## src/design/ptat_ctat_temperature_calibration_assert.svh

```systemverilog
// Assertion macros shared by the calibration block.
// Each check is sampled on clk and held off while arst_n is low.
`ifndef PTAT_CTAT_TEMPERATURE_CALIBRATION_ASSERT_SVH
`define PTAT_CTAT_TEMPERATURE_CALIBRATION_ASSERT_SVH

`ifndef SYNTHESIS

// Same-cycle implication.
`define PTC_ASSERT_IMP(lbl, ante, cons) \
	lbl: assert property (@(posedge clk) disable iff (!arst_n) (ante) |-> (cons)) \
		else $error("ptc assertion failed")

// Next-cycle implication.
`define PTC_ASSERT_NXT(lbl, ante, cons) \
	lbl: assert property (@(posedge clk) disable iff (!arst_n) (ante) |=> (cons)) \
		else $error("ptc assertion failed")

`else

`define PTC_ASSERT_IMP(lbl, ante, cons)
`define PTC_ASSERT_NXT(lbl, ante, cons)

`endif

`endif

```

## src/design/ptc_pkg.sv

```systemverilog
`timescale 1ns / 1ps

package ptc_pkg;

	// Default converter reading width.
	localparam int SAMPLE_BITS_DEF = 12;

	// Calibration temperature width, tenths of a degree.
	localparam int TEMP_BITS = 12;

	// Quotient bits resolved by the divider; larger quotients are flagged.
	localparam int QUO_BITS = 32;

	// Configuration port index width.
	localparam int CFG_IDX_BITS = 3;

	// Clamp limits of the result.
	localparam logic signed [31:0] TEMP_MAX = 32'sh7FFF_FFFF;
	localparam logic signed [31:0] TEMP_MIN = 32'sh8000_0000;

	// Configuration register map.
	typedef enum logic [CFG_IDX_BITS-1:0] {
		REG_LOW_TEMP  = 3'd0,
		REG_HIGH_TEMP = 3'd1,
		REG_PTAT_LOW  = 3'd2,
		REG_PTAT_HIGH = 3'd3,
		REG_CTAT_LOW  = 3'd4,
		REG_CTAT_HIGH = 3'd5
	} cfg_reg_t;

	// Side information that travels with a request through the divider.
	typedef struct packed {
		logic neg;   // numerator and denominator signs differ
		logic zero;  // denominator was zero
		logic ovf;   // quotient does not fit QUO_BITS
	} flags_t;

endpackage

```

## src/design/ptc_divider.sv

```systemverilog
`timescale 1ns / 1ps

// Pipelined restoring divider, one quotient bit per stage, most significant
// first. Overflow of the quotient width is detected in the first stage.
module ptc_divider #(
	parameter int REM_W = 41,
	parameter int DEN_W = 26
) (
	input  logic                            clk,
	input  logic                            arst_n,
	input  logic                            in_valid,
	output logic                            in_ready,
	input  logic [REM_W-1:0]                in_rem,
	input  logic [DEN_W-1:0]                in_den,
	input  ptc_pkg::flags_t                 in_flags,
	output logic                            out_valid,
	input  logic                            out_ready,
	output logic [ptc_pkg::QUO_BITS-1:0]    out_quo,
	output ptc_pkg::flags_t                 out_flags
);

	localparam int QB = ptc_pkg::QUO_BITS;

	logic                vld_s [1:QB];
	logic [REM_W-1:0]    rem_s [1:QB];
	logic [DEN_W-1:0]    den_s [1:QB];
	logic [QB-1:0]       quo_s [1:QB];
	ptc_pkg::flags_t     flg_s [1:QB];
	logic                rdy   [1:QB+1];

	assign rdy[QB+1] = out_ready;
	assign in_ready  = rdy[1];

	for (genvar j = 1; j <= QB; j++) begin : g_stage
		localparam int K = QB - j;

		logic             pv;
		logic [REM_W-1:0] pr;
		logic [DEN_W-1:0] py;
		logic [QB-1:0]    pq;
		ptc_pkg::flags_t  pf;
		logic             ge;
		logic [REM_W-1:0] nr;
		logic [QB-1:0]    nq;

		// Select the previous stage, or the input port for the first one.
		if (j == 1) begin : g_first
			assign pv = in_valid;
			assign pr = in_rem;
			assign py = in_den;
			assign pq = '0;
			assign pf = '{neg: in_flags.neg, zero: in_flags.zero,
				ovf: (in_rem >> QB) >= REM_W'(in_den)};
		end else begin : g_next
			assign pv = vld_s[j-1];
			assign pr = rem_s[j-1];
			assign py = den_s[j-1];
			assign pq = quo_s[j-1];
			assign pf = flg_s[j-1];
		end

		// Resolve quotient bit K: subtract the shifted divisor when it fits.
		always_comb begin
			ge = (pr >> K) >= REM_W'(py);
			nr = ge ? pr - (REM_W'(py) << K) : pr;
			nq = pq;
			nq[K] = ge;
		end

		assign rdy[j] = !vld_s[j] || rdy[j+1];

		// Advance the stage whenever the next one can take its request.
		always_ff @(posedge clk or negedge arst_n) begin
			if (!arst_n) begin
				vld_s[j] <= 1'b0;
			end else if (rdy[j]) begin
				vld_s[j] <= pv;
			end
		end

		always_ff @(posedge clk) begin
			if (rdy[j] && pv) begin
				rem_s[j] <= nr;
				den_s[j] <= py;
				quo_s[j] <= nq;
				flg_s[j] <= pf;
			end
		end
	end

	assign out_valid = vld_s[QB];
	assign out_quo   = quo_s[QB];
	assign out_flags = flg_s[QB];

endmodule

```

## config.mk

```make
export PLATFORM = sky130hd
export DESIGN_NAME = ptc_divider
export DESIGN_NICKNAME = d
export VERILOG_FILES = /design/src/design/ptat_ctat_temperature_calibration_assert.svh /design/src/design/ptc_pkg.sv /design/src/design/ptc_divider.sv
export SDC_FILE = /design/constraint.sdc
export NUM_CORES = 2
export LEC_CHECK = 0
export ABC_AREA = 1
export BUFFER_PORTS_ARGS = -buffer_cell sky130_fd_sc_hd__buf_2
export CORE_AREA = 2 2 501 503
export DETAILED_ROUTE_END_ITERATION = 10
export DIE_AREA = 0 0 503 505
export GPL_TIMING_DRIVEN = 1
export PLACE_DENSITY_LB_ADDON = 0.15
export SETUP_SLACK_MARGIN = 0.15
export SYNTH_ARGS = -nofsm -noshare
export SYNTH_HDL_FRONTEND = slang
export SYNTH_SLANG_ARGS = --single-unit
```

## constraint.sdc

```tcl
create_clock -name clk -period 6 [get_ports clk]
set_input_delay 1.2 -clock clk [delete_from_list [all_inputs] [get_ports clk]]
set_output_delay 1.2 -clock clk [all_outputs]
set_load 0.01 [all_outputs]
```

# Word-level counts from Yosys, hierarchy flattened

Memories as Yosys holds them, arrays and structs flattened.
Cells that the tools add are included.

Register bits after elaboration: 32
Bits in writable memories: 3264
Bits of input ports: 74
Output and inout bits: 37
Logic and storage cells: 293
Memories kept: 4

$add $sub $neg: 32
Order comparisons: 33
Muxes and demuxes: 96
Reduce and logical (&&, ||, !) cells: 96

Memory list:

| name  | depth | bits a word | rd ports | clocked after Yosys merged registers in | write ports | RTL line          | source |
|---|---|---|---|---|---|---|---|
| rem_s | 32    | 41          | 31       | 0                                       | 32          | ptc_divider.sv:25 | `logic [REM_W-1:0] rem_s [1:QB];` |
| quo_s | 32    | 32          | 32       | 0                                       | 32          | ptc_divider.sv:27 | `logic [QB-1:0] quo_s [1:QB];` |
| den_s | 32    | 26          | 31       | 0                                       | 32          | ptc_divider.sv:26 | `logic [DEN_W-1:0] den_s [1:QB];` |
| flg_s | 32    | 3           | 32       | 0                                       | 32          | ptc_divider.sv:28 | `ptc_pkg::flags_t flg_s [1:QB];` |

Operators by type and width:

| kind                           | number |
|---|---|
| 2-to-1 mux 41 bit              | 32 |
| subtractor 41 bit              | 17 |
| 2-to-1 mux 1 bit               | 64 |
| >= comparator 41 x 26 -> 1 bit | 1 |
| subtractor 41 x 26 -> 41 bit   | 1 |
| subtractor 41 x 27 -> 41 bit   | 1 |
| subtractor 41 x 28 -> 41 bit   | 1 |
| subtractor 41 x 29 -> 41 bit   | 1 |
| subtractor 41 x 30 -> 41 bit   | 1 |
| subtractor 41 x 31 -> 41 bit   | 1 |
| subtractor 41 x 32 -> 41 bit   | 1 |
| subtractor 41 x 33 -> 41 bit   | 1 |
| subtractor 41 x 34 -> 41 bit   | 1 |
| subtractor 41 x 35 -> 41 bit   | 1 |
| subtractor 41 x 36 -> 41 bit   | 1 |
| subtractor 41 x 37 -> 41 bit   | 1 |
| subtractor 41 x 38 -> 41 bit   | 1 |
| subtractor 41 x 39 -> 41 bit   | 1 |
| subtractor 41 x 40 -> 41 bit   | 1 |
| >= comparator 40 x 26 -> 1 bit | 1 |
| >= comparator 39 x 26 -> 1 bit | 1 |
| >= comparator 38 x 26 -> 1 bit | 1 |
| >= comparator 37 x 26 -> 1 bit | 1 |
| >= comparator 36 x 26 -> 1 bit | 1 |
| other kinds (30)               | 123 |

# Longest topological paths before layout

Depth after elaboration: 36
Gate-level depth with buffers: 24
Depth with buffers taken out: 24

# Worst setup path before layout

OpenSTA, ideal clock, no wires.

Path kind: input-to-reg
Start point: input port out_ready
End point: register, netlist name den_s[0][208]
Arrival: 5.788 ns
Path slack: -0.328 ns
Cell stages on the path: 14
Cells stage by stage: inv_1 > nand4_2 > nor2_4 > nand4_4 > nor2_4 > nand4_4 > nor2_4 > nand4_4 > nor2_4 > nand4_4 > nor2_4 > nand4_4 > nor2_4 > a21oi_1

RTL lines:

| item               | RTL line          | source |
|---|---|---|
| start: declaration | ptc_divider.sv:17 | `input logic out_ready,` |

# Worst setup path after layout

Start point: input port out_ready
End point: output port in_ready

Longest elaborated chain between the ends: 32

RTL lines:

| item                           | RTL line          | source |
|---|---|---|
| logical OR 1 bit (32 in a row) | ptc_divider.sv:70 | `assign rdy[j] = !vld_s[j] \|\| rdy[j+1];` |
| end: declaration               | ptc_divider.sv:12 | `output logic in_ready,` |

Every way passes these cells.

==> impl_metrics.py <==
metrics = {
    "floorplanning": {
        "dieArea_mm2": 0.2540,
        "rows": 183,
        "io_pins": 111,
        "die_h_um": 505,
        "die_x_um": 503,
        "start_util_pct": 50.89,
        "core_area_mm2": 0.2482,
    },
    "clock_tree": {
        "h-tree-depth": 5,
        "path_clk_slew_ps": 60,
        "cts_tree": "built",
        "postCtsResizedCells": 0,
        "cts_sinks": 2733,
        "root_buffer": "clkbuf_16",
        "cts_hold_buffers": 0,
        "cts_buffers": 310,
        "clockBufferDepth": 4,
        "worstSkewPairLatency_ps": 940,
        "cts_setup_buffers": 0,
    },
    "logic_synthesis": {
        "yosys_most_used_dff": "edfxtp_1",
        "synthCells": 10550,
        "synth-seq-cells": 2733,
        "synth-edff-count": 2701,
        "yosysSeqAreaShare_pct": 64.85,
        "async_flop_share_pct": 1.171,
        "synth_cell_type_count": 76,
        "syn-cell-area_mm2": 0.1263,
        "ys.warnings.count": 0,
        "syn_area_per_cell_um2": 11.98,
        "synth_nets": 11360,
    },
    "grt": {
        "grt_max_degree": 95,
        "grt_first_pass_wirelength_mm": 443.4,
        "antenna_found_initial": 8,
        "grt_pass1_vias": 76900,
        "grt_usage_pct": 22.66,
        "overflow": 0,
    },
    "route": {
        "drtIter0Drc": 5809,
        "vias": 76920,
        "drc": 0,
        "wirelength_mm": 288.3,
        "vias_per_cell": 5.317,
        "dr.pass1.iters": 8,
        "ant_nets": 0,
        "detail_route.wl_per_cell_um": 19.93,
    },
    "finish": {
        "multiInputGateArea_mm2": 0.03854,
        "register_area_mm2": 0.08191,
        "drive_gt1_share_pct": 6.637,
        "n_fill_cell": 20310,
        "mostFrequentLayoutCells": "edfxtp_1, nand2_1, inv_1, a21oi_1, o21ai_0",
        "synthToLayoutAreaGrowth_pct": 11.55,
        "layout_commonest_cell": "edfxtp_1",
        "nets": 11710,
        "stdcell_count": 14470,
        "final_util_pct": 56.77,
    },
    "setup_path": {
        "required_ps": 4800,
        "crit_path_start_kind": "primary input",
        "critPathKind": "primary input to output pin",
        "path_max_fanout": 4,
        "cp-end-kind": "output pin",
        "cp.arrival_ps": 4270,
    },
    "sta": {
        "relSlewSlack_pct": 18.31,
        "worst_pin_slew_ps": 1225,
        "final.setup.tns_ps": 0,
        "fmax_mhz": 183.0,
        "slew_violations": 0,
        "hold_violations": 0,
        "rsz0062_at_grt": "false",
        "clock_skew_ps": 77.13,
        "finalSetupViolCount": 0,
        "period_minus_slack_ps": 5466,
        "fin_crit_sh_pct": 91.09,
    },
    "power_and_ir_drop": {
        "ir_drop_uv": 341.6,
        "power.density_mw_per_mm2": 430.3,
        "leakage_nw": 55.88,
    },
    "job": {
        "cap_violations": 0,
    },
    "run_status": {
        "run_status": "finished clean",
    },
    "placed_design": {
        "place_hpwl_mm": 217.0,
        "dp_cells": 13920,
        "port_buffers": 109,
        "place.gp.congestion": 0.9114,
    },
    "hold_path": {
        "hold_class": "register to register",
    },
}
## area by class of cell
| type | instances | share of cell area, % |
|---|---|---|
| flip-flops and latches | 2733 | 58.13 |
| multi-input cells | 6247 | 27.35 |
| clock buffers | 372 | 5.746 |
| inverters | 1430 | 3.823 |
| well taps | 3330 | 2.957 |
| clock inverters | 160 | 1.100 |
| repair buffers | 178 | 0.8614 |
| diodes | 15 | 0.02664 |
## cells in the mapped netlist (4+ instances only)
cell type	count	share of area, %
ha_1	705	7.0
nand4_4	5	0.084
and2_1	6	0.030
o21ai_2	19	0.13
o211ai_1	31	0.18
nand3b_1	17	0.10
edfxtp_1	2701	64
nor2_1	651	1.9
or4_1	5	0.030
or2_2	28	0.14
nand2_1	1568	4.7
nor3_1	108	0.43
buf_4	13	0.077
o21ai_1	31	0.12
nand3_1	223	0.88
clkbuf_1	83	0.25
a21o_1	23	0.14
nor4_1	62	0.31
o21ai_0	776	3.1
or3_1	5	0.025
buf_2	33	0.13
o221ai_1	25	0.17
xor2_1	338	2.3
nor2_4	7	0.062
o21a_1	33	0.20
a21oi_1	878	3.5
o31ai_1	13	0.077
a21boi_2	10	0.089
buf_6	6	0.053
a211oi_1	16	0.095
a21boi_0	18	0.11
nand2_2	4	0.020
o2111ai_1	10	0.069
dfrtp_1	32	0.63
a311oi_1	4	0.028
fa_1	31	0.49
o21bai_1	34	0.20
inv_1	1425	4.2
a21boi_1	14	0.083
a31oi_1	51	0.25
nand4_1	89	0.44
xnor2_1	342	2.4
a221oi_1	14	0.097
## critical path: stages
cell and delay, ps:
buf_2 90, inv_1 80, nand4_2 130, nor2_4 190, nand4_4 130, nor2_4 180, nand4_4 130, nor2_4 180
nand4_4 130, nor2_4 180, nand4_4 180, nor2_4 210, nand4_4 130, nor2_4 120, nand2_2 60, nor2_2 130
nand3_2 120, nor2_4 160, nand4_2 260, buf_2 240
## power breakdown
group / total, mW / switching (mW) / internal, mW
combinational: 15.5 / 9.95 / 5.55
sequential: 27.1 / 1.83 / 25.2
clock: 18.0 / 7.30 / 10.7
## routing by layer
layer / part of all wire, % / vias up / track usage, %
met1: 42 / 36740 / 29.09
met4: 4.7 / 0 / 9.993
met2: 49 / 1822 / 38.62
met3: 4.1 / 578 / 2.738
li1: - / 37780 / -
met5: 0 / - / 0
## final timing paths
path                       slack, ps              to  cells after the start           start
max                              530        in_ready                     20       out_ready
min in group asynchronous        420  g_stage[18].pv                      1          arst_n
min reg2reg                      390   rem_s[0][186]                      0   rem_s[0][145]
min                              390   rem_s[0][186]                      0   rem_s[0][145]
max in group asynchronous       4960  g_stage[11].pv                      1          arst_n
max reg2reg                     1700  rem_s[0][1083]                     15  rem_s[0][1037]
## flip-flops by register name, summed over array words and instances (netlist names)
signal	flops
out_valid	1
g_stage.pv	31
quo_s	528
flg_s	96
den_s	806
rem_s	1271
## metrics by stage
stage	worst slack (ps)	power, mW	area (um^2)	hold slack, ps
floorplan	141.7	37.81	126300	400.3
global placement	370.8	42.61	131200	400.7
detailed placement	367.1	42.82	131200	404.5
CTS	319.5	61.08	140900	356.8
global route	187.6	64.08	140900	383.2
finish	534.4	60.62	140900	387.5
## logic make-up after synthesis
kind of cell	share of synthesized area (%)
AOI/OAI and AO/OA	8.901
adders and majority gates	7.475
buffers and inverters	4.765
and+or+nand+nor	9.265
xor gates and xnor gates	4.715
DFF	64.85
muxes	0.02675
Note: power is estimated with default switching activity, not from simulation.
